<file path="src/rtl/ppvs_pkg.sv">
`timescale 1ns / 1ps
// Package for the pneumatic piston valve sequencer: mode and valve codes,
// controller states, item, result, command and status structs, widths.
// No dependencies.
package ppvs_pkg;

   localparam int CSR_ADDR_WIDTH = 4;
   localparam int CSR_DATA_WIDTH = 32;
   localparam int LEN_WIDTH      = 15;
   localparam int POS_WIDTH      = 16;
   localparam int PCT_WIDTH      = 7;
   localparam int PROD_WIDTH     = 22;
   localparam int DIV_STEPS      = 7;
   localparam int DIV_CNT_WIDTH  = $clog2(DIV_STEPS);

   localparam logic [PCT_WIDTH-1:0] PCT_FULL = 7'd100;

   localparam logic [1:0] REG_PRESET_LENGTH     = 2'd0;
   localparam logic [1:0] REG_PRESET_INVERT     = 2'd1;
   localparam logic [1:0] REG_IGNORE_INTERLOCKS = 2'd2;
   localparam logic [1:0] REG_DUAL_VALVES       = 2'd3;

   typedef enum logic [1:0] {
      MODE_INIT = 2'd0,
      MODE_IDLE = 2'd1,
      MODE_DEAD = 2'd2,
      MODE_MOVE = 2'd3
   } mode_type;

   typedef enum logic [2:0] {
      VALVE_CLOSE     = 3'd0,
      VALVE_FRONT     = 3'd1,
      VALVE_BACK      = 3'd2,
      VALVE_BACK_OUT  = 3'd3,
      VALVE_FRONT_OUT = 3'd4,
      VALVE_HOLD      = 3'd5
   } valve_type;

   typedef enum logic [2:0] {
      ST_IDLE,
      ST_DELTA,
      ST_LEARN,
      ST_CLAMP,
      ST_MUL,
      ST_DIV,
      ST_UPDATE
   } ctrl_state_type;

   typedef struct packed {
      logic signed [7:0] step_delta;
      logic              back_stop;
      logic              front_stop;
      logic              throttle_on;
      logic              brake_on;
      logic              shift_on;
      logic [6:0]        fill_percent;
      logic [7:0]        dead_ms;
      logic [31:0]       now_ms;
   } item_type;

   typedef struct packed {
      valve_type               valve_cmd;
      logic [PCT_WIDTH-1:0]    position_pct;
      mode_type                mode;
      logic                    moving_front;
      logic                    dual_out;
   } result_type;

   typedef struct packed {
      logic load_item;
      logic apply_delta;
      logic learn_step;
      logic clamp_step;
      logic mul_step;
      logic div_step;
      logic update_step;
   } ctrl_cmd_type;

   typedef struct packed {
      logic div_last;
      logic out_free;
   } ctrl_status_type;

   typedef struct packed {
      logic                      write;
      logic [1:0]                index;
      logic [CSR_DATA_WIDTH-1:0] wdata;
   } csr_write_type;

endpackage

</file>
<file path="src/rtl/ppvs_req_if.sv">
`timescale 1ns / 1ps
// Input channel of the valve sequencer: one control tick per transfer.
// No dependencies.
interface ppvs_req_if;
   logic              valid;
   logic              ready;
   logic signed [7:0] step_delta;
   logic              back_stop;
   logic              front_stop;
   logic              throttle_on;
   logic              brake_on;
   logic              shift_on;
   logic [6:0]        fill_percent;
   logic [7:0]        dead_ms;
   logic [31:0]       now_ms;

   modport source (
      output valid, step_delta, back_stop, front_stop, throttle_on, brake_on,
             shift_on, fill_percent, dead_ms, now_ms,
      input  ready
   );

   modport sink (
      input  valid, step_delta, back_stop, front_stop, throttle_on, brake_on,
             shift_on, fill_percent, dead_ms, now_ms,
      output ready
   );
endinterface

</file>
<file path="src/rtl/ppvs_rsp_if.sv">
`timescale 1ns / 1ps
// Result channel of the valve sequencer: one valve command per transfer.
// No dependencies.
interface ppvs_rsp_if;
   logic       valid;
   logic       ready;
   logic [2:0] valve_cmd;
   logic [6:0] position_pct;
   logic [1:0] mode;
   logic       moving_front;
   logic       dual_out;

   modport source (
      output valid, valve_cmd, position_pct, mode, moving_front, dual_out,
      input  ready
   );

   modport sink (
      input  valid, valve_cmd, position_pct, mode, moving_front, dual_out,
      output ready
   );
endinterface

</file>
<file path="src/rtl/ppvs_controller.sv">
`timescale 1ns / 1ps
// Sequencing state machine of the valve sequencer.
// Depends on ppvs_pkg; drives the datapath through ctrl_cmd_type.
module ppvs_controller
   import ppvs_pkg::*;
(
   input  logic            clock,
   input  logic            reset,
   input  logic            req_valid,
   output logic            req_ready,
   input  ctrl_status_type status,
   output ctrl_cmd_type    cmd
);

   ctrl_state_type state_ff;
   ctrl_state_type state_in;

   always_ff @(posedge clock) begin
      if (reset) begin
         state_ff <= ST_IDLE;
      end else begin
         state_ff <= state_in;
      end
   end

   always_comb begin
      state_in  = state_ff;
      req_ready = 1'b0;
      cmd       = '0;
      case (state_ff)
         ST_IDLE: begin
            req_ready = 1'b1;
            if (req_valid) begin
               cmd.load_item = 1'b1;
               state_in      = ST_DELTA;
            end
         end
         ST_DELTA: begin
            cmd.apply_delta = 1'b1;
            state_in        = ST_LEARN;
         end
         ST_LEARN: begin
            cmd.learn_step = 1'b1;
            state_in       = ST_CLAMP;
         end
         ST_CLAMP: begin
            cmd.clamp_step = 1'b1;
            state_in       = ST_MUL;
         end
         ST_MUL: begin
            cmd.mul_step = 1'b1;
            state_in     = ST_DIV;
         end
         ST_DIV: begin
            cmd.div_step = 1'b1;
            if (status.div_last) begin
               state_in = ST_UPDATE;
            end
         end
         ST_UPDATE: begin
            if (status.out_free) begin
               cmd.update_step = 1'b1;
               state_in        = ST_IDLE;
            end
         end
         default: begin
            state_in = ST_IDLE;
         end
      endcase
   end

endmodule

</file>
<file path="src/rtl/ppvs_datapath.sv">
`timescale 1ns / 1ps
// Datapath of the valve sequencer: piston state, learning, clamping,
// percent multiply and restoring divider, stroke update, output register.
// Depends on ppvs_pkg.
module ppvs_datapath
   import ppvs_pkg::*;
(
   input  logic                      clock,
   input  logic                      reset,
   input  ctrl_cmd_type              cmd,
   output ctrl_status_type           status,
   input  item_type                  req_item,
   input  csr_write_type             csr_wr,
   input  logic [1:0]                csr_rindex,
   output logic [CSR_DATA_WIDTH-1:0] csr_rdata,
   output logic                      rsp_valid,
   input  logic                      rsp_ready,
   output result_type                rsp_result
);

   // configuration
   logic [LEN_WIDTH-1:0] preset_len_ff, preset_len_in;
   logic                 preset_inv_ff, preset_inv_in;
   logic                 ignore_ff, ignore_in;
   logic                 dual_ff, dual_in;

   // piston state
   mode_type             mode_ff, mode_in;
   mode_type             prior_ff, prior_in;
   logic                 dir_ff, dir_in;
   logic [POS_WIDTH-1:0] pos_ff, pos_in;
   logic [LEN_WIDTH-1:0] len_ff, len_in;
   logic                 inv_ff, inv_in;
   logic [PCT_WIDTH-1:0] start_ff, start_in;
   logic [31:0]          deadline_ff, deadline_in;

   // per-item work registers
   item_type                 item_ff, item_in;
   logic                     init_path_ff, init_path_in;
   logic [LEN_WIDTH-1:0]     e_ff, e_in;
   logic                     zero_ff, zero_in;
   logic                     full_ff, full_in;
   logic [PROD_WIDTH-1:0]    rem_ff, rem_in;
   logic [PCT_WIDTH-1:0]     quo_ff, quo_in;
   logic [DIV_CNT_WIDTH-1:0] cnt_ff, cnt_in;

   // output register
   logic       rsp_valid_ff, rsp_valid_in;
   result_type res_ff, res_in;

   // delta
   logic signed [8:0]    delta_wide, delta_adj;
   logic [POS_WIDTH-1:0] pos_step;

   assign delta_wide = {item_ff.step_delta[7], item_ff.step_delta};
   assign delta_adj  = inv_ff ? (9'sd0 - delta_wide) : delta_wide;
   assign pos_step   = pos_ff + {{(POS_WIDTH-9){delta_adj[8]}}, delta_adj};

   logic hold;
   assign hold = (item_ff.fill_percent == '0);

   // learning while uninitialized
   logic [POS_WIDTH-1:0] lrn_pos;
   logic                 lrn_dir;
   mode_type             lrn_mode;
   logic [LEN_WIDTH-1:0] lrn_len;
   logic                 lrn_inv;
   logic                 len_nz;
   logic [POS_WIDTH-1:0] lrn_mag;

   assign len_nz = (len_ff != '0);

   always_comb begin
      lrn_pos  = pos_ff;
      lrn_dir  = dir_ff;
      lrn_mode = mode_ff;
      lrn_len  = len_ff;
      lrn_inv  = inv_ff;
      lrn_mag  = pos_ff;
      if (item_ff.back_stop) begin
         lrn_pos = '0;
         if (len_nz) begin
            lrn_dir  = 1'b0;
            lrn_mode = MODE_IDLE;
         end else begin
            lrn_dir = 1'b1;
         end
      end
      if (item_ff.front_stop) begin
         if (len_nz) begin
            lrn_pos  = POS_WIDTH'(len_ff);
            lrn_dir  = 1'b1;
            lrn_mode = MODE_IDLE;
         end else if (lrn_dir) begin
            lrn_mag = lrn_pos;
            if (lrn_pos[POS_WIDTH-1]) begin
               lrn_inv = ~inv_ff;
               lrn_mag = '0 - lrn_pos;
               if (lrn_mag[POS_WIDTH-1]) begin
                  lrn_mag = {1'b0, {(POS_WIDTH-1){1'b1}}};
               end
            end
            lrn_pos  = lrn_mag;
            lrn_len  = lrn_mag[LEN_WIDTH-1:0];
            lrn_mode = MODE_IDLE;
         end
      end
      if (len_nz) begin
         if (lrn_mode == MODE_INIT) begin
            lrn_pos = POS_WIDTH'(len_ff >> 1);
            lrn_dir = 1'b0;
         end
         lrn_mode = MODE_IDLE;
      end
   end

   // clamp to endstops and length
   logic signed [POS_WIDTH-1:0] pos_s, len_s, clamp_e, pct_src;

   assign pos_s = $signed(pos_ff);
   assign len_s = $signed(POS_WIDTH'(len_ff));

   always_comb begin
      clamp_e = pos_s;
      if (item_ff.back_stop) begin
         clamp_e = '0;
      end
      if (item_ff.front_stop) begin
         clamp_e = len_s;
      end
      if (clamp_e < 16'sd0) begin
         clamp_e = '0;
      end else if (clamp_e > len_s) begin
         clamp_e = len_s;
      end
   end

   assign pct_src = hold ? pos_s : clamp_e;

   // percent: multiply, then one quotient bit per cycle
   logic [PROD_WIDTH-1:0] product, div_shift;
   logic                  div_take;

   assign product   = PROD_WIDTH'(e_ff) * PROD_WIDTH'(PCT_FULL);
   assign div_shift = PROD_WIDTH'(len_ff) << cnt_ff;
   assign div_take  = (rem_ff >= div_shift);

   // stroke update
   logic [PCT_WIDTH-1:0] pct_v;
   logic                 enable;
   logic signed [7:0]    sdiff;
   logic [PCT_WIDTH-1:0] adiff;
   logic                 over;
   logic [31:0]          dl_gap;
   logic                 expired;
   mode_type             upd_mode, upd_prior;
   logic                 upd_dir;
   logic [PCT_WIDTH-1:0] upd_start;
   logic [31:0]          upd_deadline;
   valve_type            upd_cmd;

   assign pct_v   = zero_ff ? '0 : (full_ff ? PCT_FULL : quo_ff);
   assign enable  = ignore_ff | (~item_ff.brake_on & ~item_ff.shift_on);
   assign sdiff   = $signed({1'b0, pct_v}) - $signed({1'b0, start_ff});
   assign adiff   = sdiff[7] ? PCT_WIDTH'(8'sd0 - sdiff) : sdiff[PCT_WIDTH-1:0];
   assign over    = (item_ff.fill_percent <= adiff)
                  | (item_ff.back_stop & ~dir_ff)
                  | (item_ff.front_stop & dir_ff);
   assign dl_gap  = item_ff.now_ms - deadline_ff;
   assign expired = ~dl_gap[31];

   always_comb begin
      upd_mode     = mode_ff;
      upd_prior    = prior_ff;
      upd_dir      = dir_ff;
      upd_start    = start_ff;
      upd_deadline = deadline_ff;
      upd_cmd      = VALVE_CLOSE;
      if (hold) begin
         upd_cmd = VALVE_HOLD;
      end else if (init_path_ff) begin
         upd_start = pct_v;
         if (!item_ff.throttle_on || !enable || mode_ff == MODE_IDLE) begin
            upd_cmd = VALVE_CLOSE;
         end else begin
            upd_cmd = dir_ff ? VALVE_FRONT : VALVE_BACK;
         end
      end else if (!enable) begin
         upd_mode = MODE_IDLE;
      end else begin
         case (mode_ff)
            MODE_IDLE: begin
               if (item_ff.throttle_on) begin
                  upd_mode = MODE_MOVE;
               end
            end
            MODE_MOVE: begin
               if (over) begin
                  if (item_ff.dead_ms == '0) begin
                     if (item_ff.throttle_on) begin
                        upd_start = pct_v;
                        upd_dir   = ~dir_ff;
                     end else begin
                        upd_mode = MODE_IDLE;
                     end
                  end else begin
                     upd_mode = MODE_DEAD;
                  end
               end
            end
            MODE_DEAD: begin
               if (expired) begin
                  upd_mode = item_ff.throttle_on ? MODE_MOVE : MODE_IDLE;
               end
            end
            default: begin
            end
         endcase
         if (prior_ff != upd_mode) begin
            if (upd_mode == MODE_MOVE) begin
               upd_start = pct_v;
               upd_dir   = ~upd_dir;
            end else if (upd_mode == MODE_DEAD) begin
               upd_deadline = item_ff.now_ms + 32'(item_ff.dead_ms);
            end
         end
         upd_prior = upd_mode;
         case (upd_mode)
            MODE_MOVE: upd_cmd = upd_dir ? VALVE_FRONT : VALVE_BACK;
            MODE_DEAD: upd_cmd = upd_dir ? VALVE_FRONT_OUT : VALVE_BACK_OUT;
            default:   upd_cmd = VALVE_CLOSE;
         endcase
      end
   end

   // next state
   always_comb begin
      preset_len_in = preset_len_ff;
      preset_inv_in = preset_inv_ff;
      ignore_in     = ignore_ff;
      dual_in       = dual_ff;
      mode_in       = mode_ff;
      prior_in      = prior_ff;
      dir_in        = dir_ff;
      pos_in        = pos_ff;
      len_in        = len_ff;
      inv_in        = inv_ff;
      start_in      = start_ff;
      deadline_in   = deadline_ff;
      item_in       = item_ff;
      init_path_in  = init_path_ff;
      e_in          = e_ff;
      zero_in       = zero_ff;
      full_in       = full_ff;
      rem_in        = rem_ff;
      quo_in        = quo_ff;
      cnt_in        = cnt_ff;
      res_in        = res_ff;
      rsp_valid_in  = rsp_valid_ff & ~rsp_ready;

      if (cmd.load_item) begin
         item_in = req_item;
      end
      if (cmd.apply_delta) begin
         pos_in = pos_step;
      end
      if (cmd.learn_step) begin
         init_path_in = ~hold & (mode_ff == MODE_INIT);
         if (!hold && mode_ff == MODE_INIT) begin
            pos_in  = lrn_pos;
            dir_in  = lrn_dir;
            mode_in = lrn_mode;
            len_in  = lrn_len;
            inv_in  = lrn_inv;
         end
      end
      if (cmd.clamp_step) begin
         if (!hold) begin
            pos_in = $unsigned(clamp_e);
         end
         e_in    = pct_src[LEN_WIDTH-1:0];
         zero_in = (len_ff == '0) | (pct_src <= 16'sd0);
         full_in = (pct_src >= len_s);
      end
      if (cmd.mul_step) begin
         rem_in = product;
         cnt_in = DIV_CNT_WIDTH'(DIV_STEPS - 1);
      end
      if (cmd.div_step) begin
         if (div_take) begin
            rem_in = rem_ff - div_shift;
         end
         quo_in = {quo_ff[PCT_WIDTH-2:0], div_take};
         cnt_in = cnt_ff - DIV_CNT_WIDTH'(1);
      end
      if (cmd.update_step) begin
         mode_in                = upd_mode;
         prior_in               = upd_prior;
         dir_in                 = upd_dir;
         start_in               = upd_start;
         deadline_in            = upd_deadline;
         res_in.valve_cmd       = upd_cmd;
         res_in.position_pct    = pct_v;
         res_in.mode            = upd_mode;
         res_in.moving_front    = upd_dir;
         res_in.dual_out        = (upd_cmd != VALVE_CLOSE) && (upd_cmd != VALVE_HOLD)
                                  ? dual_ff : 1'b0;
         rsp_valid_in           = 1'b1;
      end

      if (csr_wr.write) begin
         case (csr_wr.index)
            REG_PRESET_LENGTH: begin
               preset_len_in = csr_wr.wdata[LEN_WIDTH-1:0];
               len_in        = csr_wr.wdata[LEN_WIDTH-1:0];
            end
            REG_PRESET_INVERT: begin
               preset_inv_in = csr_wr.wdata[0];
               inv_in        = csr_wr.wdata[0];
            end
            REG_IGNORE_INTERLOCKS: ignore_in = csr_wr.wdata[0];
            REG_DUAL_VALVES:       dual_in   = csr_wr.wdata[0];
            default: begin
            end
         endcase
      end
   end

   always_ff @(posedge clock) begin
      if (reset) begin
         preset_len_ff <= '0;
         preset_inv_ff <= 1'b0;
         ignore_ff     <= 1'b0;
         dual_ff       <= 1'b0;
         mode_ff       <= MODE_INIT;
         prior_ff      <= MODE_IDLE;
         dir_ff        <= 1'b0;
         pos_ff        <= '0;
         len_ff        <= '0;
         inv_ff        <= 1'b0;
         start_ff      <= '0;
         deadline_ff   <= '0;
         init_path_ff  <= 1'b0;
         cnt_ff        <= '0;
         rsp_valid_ff  <= 1'b0;
      end else begin
         preset_len_ff <= preset_len_in;
         preset_inv_ff <= preset_inv_in;
         ignore_ff     <= ignore_in;
         dual_ff       <= dual_in;
         mode_ff       <= mode_in;
         prior_ff      <= prior_in;
         dir_ff        <= dir_in;
         pos_ff        <= pos_in;
         len_ff        <= len_in;
         inv_ff        <= inv_in;
         start_ff      <= start_in;
         deadline_ff   <= deadline_in;
         init_path_ff  <= init_path_in;
         cnt_ff        <= cnt_in;
         rsp_valid_ff  <= rsp_valid_in;
      end
   end

   always_ff @(posedge clock) begin
      item_ff <= item_in;
      e_ff    <= e_in;
      zero_ff <= zero_in;
      full_ff <= full_in;
      rem_ff  <= rem_in;
      quo_ff  <= quo_in;
      res_ff  <= res_in;
   end

   always_comb begin
      case (csr_rindex)
         REG_PRESET_LENGTH:     csr_rdata = CSR_DATA_WIDTH'(preset_len_ff);
         REG_PRESET_INVERT:     csr_rdata = CSR_DATA_WIDTH'(preset_inv_ff);
         REG_IGNORE_INTERLOCKS: csr_rdata = CSR_DATA_WIDTH'(ignore_ff);
         REG_DUAL_VALVES:       csr_rdata = CSR_DATA_WIDTH'(dual_ff);
         default:               csr_rdata = '0;
      endcase
   end

   assign status.div_last = (cnt_ff == '0);
   assign status.out_free = ~rsp_valid_ff | rsp_ready;
   assign rsp_valid       = rsp_valid_ff;
   assign rsp_result      = res_ff;

endmodule

</file>
<file path="src/rtl/pneumatic_piston_valve_sequencer.sv">
`timescale 1ns / 1ps
// Top level of the pneumatic piston valve sequencer: controller, datapath, APB decode.
// Depends on ppvs_pkg, ppvs_req_if, ppvs_rsp_if, ppvs_controller, ppvs_datapath.
//
//   channel  | direction | handshake              | payload
//   req_ch   | in        | valid/ready            | one control tick
//   rsp_ch   | out       | valid/ready            | valve command, percent, mode
//   csr_*    | in        | APB rd/wr, pready high | four registers at 4*i
//
// A tick passes through accept, delta, learn, clamp, multiply, seven
// divider steps (one quotient bit each) and update.
// The result sits in an output register; a new tick is accepted while it waits.
// A finished tick stalls in update while the output register is still full.
// Synchronous active-high reset returns the piston to init with length zero.
module pneumatic_piston_valve_sequencer
   import ppvs_pkg::*;
(
   input  logic                      clock,
   input  logic                      reset,
   ppvs_req_if.sink                  req_ch,
   ppvs_rsp_if.source                rsp_ch,
   input  logic                      csr_psel,
   input  logic                      csr_penable,
   input  logic                      csr_pwrite,
   input  logic [CSR_ADDR_WIDTH-1:0] csr_paddr,
   input  logic [CSR_DATA_WIDTH-1:0] csr_pwdata,
   output logic [CSR_DATA_WIDTH-1:0] csr_prdata,
   output logic                      csr_pready
);

   ctrl_cmd_type    ctrl_cmd;
   ctrl_status_type ctrl_status;
   item_type        req_item;
   result_type      rsp_result;
   csr_write_type   csr_wr;
   logic            rsp_valid;
   logic            req_ready;

   assign csr_pready   = 1'b1;
   assign csr_wr.write = csr_psel & csr_penable & csr_pwrite;
   assign csr_wr.index = csr_paddr[3:2];
   assign csr_wr.wdata = csr_pwdata;

   assign req_item.step_delta   = req_ch.step_delta;
   assign req_item.back_stop    = req_ch.back_stop;
   assign req_item.front_stop   = req_ch.front_stop;
   assign req_item.throttle_on  = req_ch.throttle_on;
   assign req_item.brake_on     = req_ch.brake_on;
   assign req_item.shift_on     = req_ch.shift_on;
   assign req_item.fill_percent = req_ch.fill_percent;
   assign req_item.dead_ms      = req_ch.dead_ms;
   assign req_item.now_ms       = req_ch.now_ms;
   assign req_ch.ready          = req_ready;

   ppvs_controller u_ctrl (
      .clock     (clock),
      .reset     (reset),
      .req_valid (req_ch.valid),
      .req_ready (req_ready),
      .status    (ctrl_status),
      .cmd       (ctrl_cmd)
   );

   ppvs_datapath u_dp (
      .clock      (clock),
      .reset      (reset),
      .cmd        (ctrl_cmd),
      .status     (ctrl_status),
      .req_item   (req_item),
      .csr_wr     (csr_wr),
      .csr_rindex (csr_paddr[3:2]),
      .csr_rdata  (csr_prdata),
      .rsp_valid  (rsp_valid),
      .rsp_ready  (rsp_ch.ready),
      .rsp_result (rsp_result)
   );

   assign rsp_ch.valid        = rsp_valid;
   assign rsp_ch.valve_cmd    = rsp_result.valve_cmd;
   assign rsp_ch.position_pct = rsp_result.position_pct;
   assign rsp_ch.mode         = rsp_result.mode;
   assign rsp_ch.moving_front = rsp_result.moving_front;
   assign rsp_ch.dual_out     = rsp_result.dual_out;

endmodule

</file>
<file path="src/flat_wrapper.sv">
// flat-port wrapper written by rule: the top's interface ports become plain ports
module pneumatic_piston_valve_sequencer_flat import ppvs_pkg::*;
  (clock, reset, csr_psel, csr_penable, csr_pwrite, csr_paddr, csr_pwdata, csr_prdata, csr_pready, req_ch_valid, req_ch_step_delta, req_ch_back_stop, req_ch_front_stop, req_ch_throttle_on, req_ch_brake_on, req_ch_shift_on, req_ch_fill_percent, req_ch_dead_ms, req_ch_now_ms, req_ch_ready, rsp_ch_valid, rsp_ch_valve_cmd, rsp_ch_position_pct, rsp_ch_mode, rsp_ch_moving_front, rsp_ch_dual_out, rsp_ch_ready);
  ppvs_req_if req_ch_i ();
  ppvs_rsp_if rsp_ch_i ();
  input  logic clock;
  input  logic reset;
  input  logic csr_psel;
  input  logic csr_penable;
  input  logic csr_pwrite;
  input  logic [CSR_ADDR_WIDTH-1:0] csr_paddr;
  input  logic [CSR_DATA_WIDTH-1:0] csr_pwdata;
  output logic [CSR_DATA_WIDTH-1:0] csr_prdata;
  output logic csr_pready;
  input wire logic [$bits(req_ch_i.valid)-1:0] req_ch_valid;
  input wire logic [$bits(req_ch_i.step_delta)-1:0] req_ch_step_delta;
  input wire logic [$bits(req_ch_i.back_stop)-1:0] req_ch_back_stop;
  input wire logic [$bits(req_ch_i.front_stop)-1:0] req_ch_front_stop;
  input wire logic [$bits(req_ch_i.throttle_on)-1:0] req_ch_throttle_on;
  input wire logic [$bits(req_ch_i.brake_on)-1:0] req_ch_brake_on;
  input wire logic [$bits(req_ch_i.shift_on)-1:0] req_ch_shift_on;
  input wire logic [$bits(req_ch_i.fill_percent)-1:0] req_ch_fill_percent;
  input wire logic [$bits(req_ch_i.dead_ms)-1:0] req_ch_dead_ms;
  input wire logic [$bits(req_ch_i.now_ms)-1:0] req_ch_now_ms;
  output wire logic [$bits(req_ch_i.ready)-1:0] req_ch_ready;
  output wire logic [$bits(rsp_ch_i.valid)-1:0] rsp_ch_valid;
  output wire logic [$bits(rsp_ch_i.valve_cmd)-1:0] rsp_ch_valve_cmd;
  output wire logic [$bits(rsp_ch_i.position_pct)-1:0] rsp_ch_position_pct;
  output wire logic [$bits(rsp_ch_i.mode)-1:0] rsp_ch_mode;
  output wire logic [$bits(rsp_ch_i.moving_front)-1:0] rsp_ch_moving_front;
  output wire logic [$bits(rsp_ch_i.dual_out)-1:0] rsp_ch_dual_out;
  input wire logic [$bits(rsp_ch_i.ready)-1:0] rsp_ch_ready;
  assign req_ch_i.valid = req_ch_valid;
  assign req_ch_i.step_delta = req_ch_step_delta;
  assign req_ch_i.back_stop = req_ch_back_stop;
  assign req_ch_i.front_stop = req_ch_front_stop;
  assign req_ch_i.throttle_on = req_ch_throttle_on;
  assign req_ch_i.brake_on = req_ch_brake_on;
  assign req_ch_i.shift_on = req_ch_shift_on;
  assign req_ch_i.fill_percent = req_ch_fill_percent;
  assign req_ch_i.dead_ms = req_ch_dead_ms;
  assign req_ch_i.now_ms = req_ch_now_ms;
  assign req_ch_ready = req_ch_i.ready;
  assign rsp_ch_valid = rsp_ch_i.valid;
  assign rsp_ch_valve_cmd = rsp_ch_i.valve_cmd;
  assign rsp_ch_position_pct = rsp_ch_i.position_pct;
  assign rsp_ch_mode = rsp_ch_i.mode;
  assign rsp_ch_moving_front = rsp_ch_i.moving_front;
  assign rsp_ch_dual_out = rsp_ch_i.dual_out;
  assign rsp_ch_i.ready = rsp_ch_ready;
  pneumatic_piston_valve_sequencer u_core (.clock(clock), .reset(reset), .req_ch(req_ch_i), .rsp_ch(rsp_ch_i), .csr_psel(csr_psel), .csr_penable(csr_penable), .csr_pwrite(csr_pwrite), .csr_paddr(csr_paddr), .csr_pwdata(csr_pwdata), .csr_prdata(csr_prdata), .csr_pready(csr_pready));
endmodule
</file>
<file path="config.mk">
export PLATFORM = sky130hd
export DESIGN_NAME = pneumatic_piston_valve_sequencer_flat
export DESIGN_NICKNAME = d
export VERILOG_FILES = /design/src/rtl/ppvs_pkg.sv /design/src/rtl/ppvs_req_if.sv /design/src/rtl/ppvs_rsp_if.sv /design/src/rtl/ppvs_controller.sv /design/src/rtl/ppvs_datapath.sv /design/src/rtl/pneumatic_piston_valve_sequencer.sv /design/src/flat_wrapper.sv
export SDC_FILE = /design/constraint.sdc
export NUM_CORES = 1
export LEC_CHECK = 0
export BUFFER_PORTS_ARGS = -buffer_cell sky130_fd_sc_hd__clkbuf_2
export CAP_MARGIN = 10
export CORE_MARGIN = 2
export CORE_UTILIZATION = 50
export DETAILED_ROUTE_END_ITERATION = 12
export PLACE_DENSITY = 0.69
export SYNTH_ARGS = -nofsm -noshare
export SYNTH_HDL_FRONTEND = slang
export SYNTH_SLANG_ARGS = --single-unit
</file>
<file path="constraint.sdc">
create_clock -name clock -period 7 [get_ports clock]
set_input_delay 0.35 -clock clock [delete_from_list [all_inputs] [get_ports clock]]
set_output_delay 0.35 -clock clock [all_outputs]
set_load 0.02 [all_outputs]
</file>
# Yosys cells after proc, flatten, opt, wreduce, memory -nomap -nowiden
# Index checks and enable logic that the tools add are counted.
# word_totals
wordCells	242
ff_bits	222
out_inout_bits	49
in_bits	103
# op_classes
bitwise_logic	22
addsub	9
eq_ne	19
n_reduce_logical	30
n_lt_le_gt_ge	6
mul	1
n_mux	119
shift	1
# ops
cell	n
16-bit 2-to-1 mux	15
15-bit 2-to-1 mux	9
32-bit one-hot mux with 4 select lines	1
7-bit 2-to-1 mux	11
22-bit 2-to-1 mux	3
2-bit 2-to-1 mux	24
1-bit 2-to-1 mux	43
32-bit by 8-bit adder with 32-bit output	1
32-bit subtractor	1
3-bit 2-to-1 mux	9
22-bit greater-or-equal comparator	1
15-bit by 3-bit << shifter with 22-bit output	1
22-bit subtractor	1
3-bit one-hot mux with 7 select lines	1
15-bit by 5-bit multiplier with 20-bit output, second input constant	1
16-bit adder	1
16-bit greater-or-equal comparator	1
16-bit > comparator	1
16-bit by 1-bit <= comparator with 1-bit output, second input constant	1
16-bit by 1-bit less-than comparator with 1-bit output, second input constant	1
1-bit by 16-bit subtractor with 16-bit output, first input constant	1
15-bit zero test	1
15-bit nonzero test	1
2-bit == test, second input constant	6
other kinds (32)	71

# Logic depth before layout (Yosys ltp)
# logic_depth
depth_word	26
mapped_depth	24
mapped_depth_nobuf	22

# By module
# A second synthesis with hierarchy kept.
# hier_totals
hier_cells	1959
area_unflattened_um2	16925.0
# by_module_without_submodules
module	n_inst	seq_area_each_um2	cells_each	area_each_um2
ppvs_datapath	1	5365.1	1931	16679.7
ppvs_controller	1	60.1	25	227.7
pneumatic_piston_valve_sequencer	1	0.0	3	17.5

# Least setup slack after synthesis
# Ideal clock, no wire load.
# synth_timing
path_type	reg-to-reg
from	reg u_core.u_dp.item_ff[50] (netlist bit)
to	reg u_core.u_dp.full_ff, data pin
required_time_ps	6739
path_buffers	1
stages_incl_launch_ff	23
setup_time_ps	261
arrival_ps	4732
path_slack_ps	2007
synth_period_minus_slack_ps	4993
path_cell_list	edfxtp_1 > nor2_1 > clkbuf_1 > nand2_1 > o21ai_0 > ha_1 > a21o_1 > a21o_1 > a211oi_4 > nor2_4 > o31ai_1 > a221o_1 > inv_1 > ha_1 > nand2b_1 > a21o_1 > a21o_1 > a21o_1 > a21o_1 > a21o_1 > a211oi_1 > or3_1 > a21oi_1
# synth_between
elab_chain_cells	6
word_cells_on_any_way	7
cone_classes	order compare (3); mux (4)
# synth_rtl
item	line_no	rtl
from (decl)	ppvs_datapath.sv:38	item_type item_ff, item_in;
from (signal assigned)	ppvs_datapath.sv:366	item_ff <= item_in;
16-bit 2-to-1 mux (*)	ppvs_datapath.sv:128	if (item_ff.front_stop) begin
16-bit > comparator	ppvs_datapath.sv:133	end else if (clamp_e > len_s) begin
16-bit 2-to-1 mux	ppvs_datapath.sv:133	
16-bit 2-to-1 mux (*)	ppvs_datapath.sv:131	if (clamp_e < 16'sd0) begin
16-bit 2-to-1 mux (*)	ppvs_datapath.sv:138	assign pct_src = hold ? pos_s : clamp_e;
named net u_core.u_dp.pct_src[0]	ppvs_datapath.sv:118	logic signed [POS_WIDTH-1:0] pos_s, len_s, clamp_e, pct_src;
16-bit greater-or-equal comparator (*)	ppvs_datapath.sv:283	full_in = (pct_src >= len_s);
to (signal assigned)	ppvs_datapath.sv:369	full_ff <= full_in;
to (decl)	ppvs_datapath.sv:42	logic full_ff, full_in;
# The timed path passes the listed nets; every way through them passes the cells marked *.
# A chain may end at the register's enable or synchronous reset.

# Final worst setup path
# layout_timing
from	reg u_core.u_dp.full_ff
to	reg u_core.u_dp.deadline_ff[26]
# layout_between
elab_chain_cells	16
word_cells_on_any_way	18
cone_classes	add/sub (2); order compare (1); eq/ne (3); mux (8); bitwise (3); reduce/logical (1)
# layout_rtl
item	line_no	rtl
7-bit 2-to-1 mux (*) (2 in a row)	ppvs_datapath.sv:162	assign pct_v = zero_ff ? '0 : (full_ff ? PCT_FULL : quo_ff);
named net u_core.u_dp.pct_v[1]	ppvs_datapath.sv:149	logic [PCT_WIDTH-1:0] pct_v;
7-bit by 7-bit subtractor with 8-bit output (*)	ppvs_datapath.sv:164	assign sdiff = $signed({1'b0, pct_v}) - $signed({1'b0, start_ff});
1-bit by 7-bit subtractor with 7-bit output	ppvs_datapath.sv:165	assign adiff = sdiff[7] ? PCT_WIDTH'(8'sd0 - sdiff) : sdiff[PCT_WIDTH-1:0];
7-bit 2-to-1 mux (*)	ppvs_datapath.sv:165	
7-bit <= comparator (*)	ppvs_datapath.sv:166	assign over = (item_ff.fill_percent <= adiff)
1-bit bitwise OR (*)	ppvs_datapath.sv:167	| (item_ff.back_stop & ~dir_ff)
1-bit bitwise OR (*)	ppvs_datapath.sv:168	| (item_ff.front_stop & dir_ff);
2-bit 2-to-1 mux (*)	ppvs_datapath.sv:198	if (over) begin
2-bit one-hot mux with 3 select lines (*)	ppvs_datapath.sv:191	case (mode_ff)
2-bit 2-to-1 mux (*)	ppvs_datapath.sv:188	end else if (!enable) begin
2-bit 2-to-1 mux (*)	ppvs_datapath.sv:181	end else if (init_path_ff) begin
2-bit 2-to-1 mux (*)	ppvs_datapath.sv:179	if (hold) begin
2-bit == test	ppvs_datapath.sv:220	if (upd_mode == MODE_MOVE) begin
1-bit NOT (no source line)	n/a	
7-bit AND reduction (no source line) (*)	n/a	
to (signal assigned)	ppvs_datapath.sv:358	deadline_ff <= deadline_in;
to (decl)	ppvs_datapath.sv:35	logic [31:0] deadline_ff, deadline_in;
# The timed path passes the listed nets; every way through them passes the cells marked *. The select of a mux whose other input is x is not followed.

==> flow_summary.toml <==
[placement]
portBuffers = 114
placed_area_um2 = 17700
place_ws_ps = 1410
hpwl_mm = 35.7
placed_cells = 2472
gp_congestion = 0.963

[power]
ir_worst_vdd_uv = 225
leakagePower_nw = 7.69
power_switching_mw = 1.54
p_seq_frac = 0.350
pwr-share-comb = 0.334
switching_share = 0.343
pwr_density_cell_nw_per_um2 = 234
pwr-share-clk = 0.316
power_mw = 4.50
internal_power_mw = 2.96

[final_layout]
final_util = 0.577
diodes = 0
stdcell_count = 2581
final_nets = 2403
area_delta_synth_final_pct = 14.0
finalInstanceArea_um2 = 19200
drive_above_1_share = 0.102

[clock_tree]
h-tree-depth = 1
cts_root_buf = "clkbuf_16"
cts_buffers = 26
cts_resized = 0
postCtsSetupRepairBufs = 0
path_clk_slew_ps = 60
cts_buffer_depth = 3
cts_sinks = 222
cts_tree = "yes"
clock_latency_ps = 550

[route]
drc = 0
via_per_inst = 5.82
first_pass_iters = 6
drtAntennaViolNets = 0
first_iter_violations = 983
wire_per_inst_um = 18.5
num_vias = 15000
drt_wl_total_mm = 47.8

[logic_synthesis]
synth-edff-count = 98
ys_warn_count = 0
ys_types = 75
seq_area_frac_synth = 0.321
syn_area_per_cell_um2 = 8.46
synthArstFlopShare = 0
ys_ff_latch = 222
synth_ff_type = "dfxtp_1"
synthCells = 1994
synth_area_um2 = 16900

[floorplan]
die_w_um = 188
die_y_um = 188
top_level_ports = 152
start_util = 0.506
rows = 67
core_area_um2 = 33400
die-area_um2 = 35200

[outcome]
outcome = "complete, no violations"

[sta]
worst_slew_pin_slew_ps = 1240
fin_ws_ps = 1430
final.setup_skew_ps = 32.6
max_slew_margin = 0.151
finalHoldViolations = 0
setup_viol = 0
fin_crit_sh = 0.796
min_period_ps = 5570
whs_ps = 75.5
slew_violations = 0
timing.setup.tns_ps = 0
rsz0062_at_grt = "no"
fmax_mhz = 179

[critical_path]
worst-path-max-fanout = 31
crit_end = "u_core.u_dp.deadline_ff[26]"
worstRegToRegCells = 22
worstPathRequired_ps = 7450
end_kind = "flop"
cp-start-kind = "flop"
cp.arrival_ps = 6030
r2r_end = "u_core.u_dp.deadline_ff[26]"
r2r_slack_ps = 1430
crit_type = "flop to flop"
r2r-start = "u_core.u_dp.full_ff"
startpoint = "u_core.u_dp.full_ff"

[job]
max_cap_viol_count = 0

[global_route]
grt_pass1_wl_mm = 76.6
grt_use_total = 0.268
grt_max_degree = 85
grt_overflow = 0
grt_pass1_vias = 14700
antenna_found_initial = 1

[hold_path]
hold_class = "input pin to flop"
==> worst max-delay path, stage by stage, from the launching register on <==
cell and delay (ps):
edfxtp_1 500, nor2_1 230, and2_1 290, ha_1 270, a21oi_1 130, o21ai_0 130
a21oi_1 160, o21bai_1 100, a21o_1 180, a21oi_1 370, o31ai_1 160, xor2_1 170
ha_1 300, a21o_1 180, a21oi_1 170, nand3_1 170, nand2_1 170, and3_1 260
a21oi_1 110, a21oi_4 730, buf_4 400, nor2_1 70, a211oi_1 210
==> power groups by stage <==
stage	logic (mW)	registers (mW)	clock network, mW
detailed placement	1.45	1.60	0
floorplan	1.15	1.54	0
global route	1.68	1.58	1.49
CTS	1.49	1.57	1.44
global placement	1.42	1.59	0
finish	1.50	1.57	1.42
==> placed cells by master (no fill, tap or decap), types with 51 or more instances in the layout <==
cell type / n
nor2_1: 191
nand2_1: 173
ha_1: 173
a21oi_1: 166
inv_1: 149
dfxtp_1: 124
o21ai_0: 120
clkbuf_2: 113
edfxtp_1: 98
xnor2_1: 66
dlygate4sd3_1: 60
mux2i_1: 51
a211oi_1: 51
==> timing repair <==
action                                 in CTS  in global routing
endpoints found under the hold margin      60                  0
hold buffers                               60                  0
setup endpoints to repair                   0                  0
==> flip-flops by register name, indices dropped and copies added (netlist names), 8 cells and up <==
name / flops
u_core.u_dp.item_ff: 52
u_core.u_dp.rem_ff: 22
u_core.u_dp.delta_wide: 8
u_core.u_dp.len_ff: 15
u_core.u_dp.preset_len_ff: 15
u_core.u_dp.rsp_result: 14
u_core.u_dp.deadline_ff: 32
u_core.u_dp.e_ff: 15
u_core.u_dp.pos_ff: 16
==> logic make-up (layout without fill, tap and decap cells) <==
logic type      count (synthesis)  in the layout  synth area share
simple gates                  597            597             0.165
xor+xnor                      101            101            0.0524
fa+ha+maj                     187            187             0.145
flops                         222            222             0.321
buf+inv                       272            395            0.0648
other cells                     2             18          0.000445
mux                            65             65            0.0436
compound gates                548            548             0.207
==> area by class of cell <==
class | instances | area, µm²
clock buffer | 39 | 803
tap | 448 | 561
multi-input combinational | 1516 | 10400
sequential | 222 | 5430
timing repair buffer | 196 | 1340
clock inverter | 9 | 101
inverter | 151 | 567
fill | 3034 | 14100
==> layer usage <==
metal  vias up  GRT usage  share of wire
met4         0      0.126          0.052
met2       510      0.446           0.46
met5         -          0              0
met1      7029      0.347           0.43
met3       120     0.0331          0.062
li1       7366          -              -
==> worst min path at each step <==
stage	cells after the start	endpoint	start
floorplan	0	u_core.u_dp.quo_ff[2]	u_core.u_dp.quo_ff[1]
global placement	0	u_core.u_dp.quo_ff[4]	u_core.u_dp.quo_ff[3]
detailed placement	0	u_core.u_dp.quo_ff[5]	u_core.u_dp.quo_ff[4]
CTS	3	u_core.u_dp.preset_len_ff[6]	csr_pwdata[6]
global route	3	u_core.u_dp.preset_len_ff[6]	csr_pwdata[6]
finish	3	u_core.u_dp.preset_len_ff[6]	csr_pwdata[6]
==> cells in the mapped netlist (19+ instances only) <==
cell	count	area (µm²)
a211oi_1	51	383
a21o_1	39	293
a21oi_1	167	836
and2_1	25	156
buf_4	19	143
clkbuf_1	93	349
dfxtp_1	124	2480
edfxtp_1	98	2940
ha_1	173	2160
inv_1	149	559
mux2i_1	51	510
nand2_1	173	649
nand2b_1	21	131
nand3_1	30	150
nor2_1	191	717
nor2b_1	19	119
nor3_1	39	195
nor4_1	22	138
o211ai_1	19	143
o21ai_0	120	601
xnor2_1	66	578
xor2_1	35	307
Power figures use the tool's default switching activity.
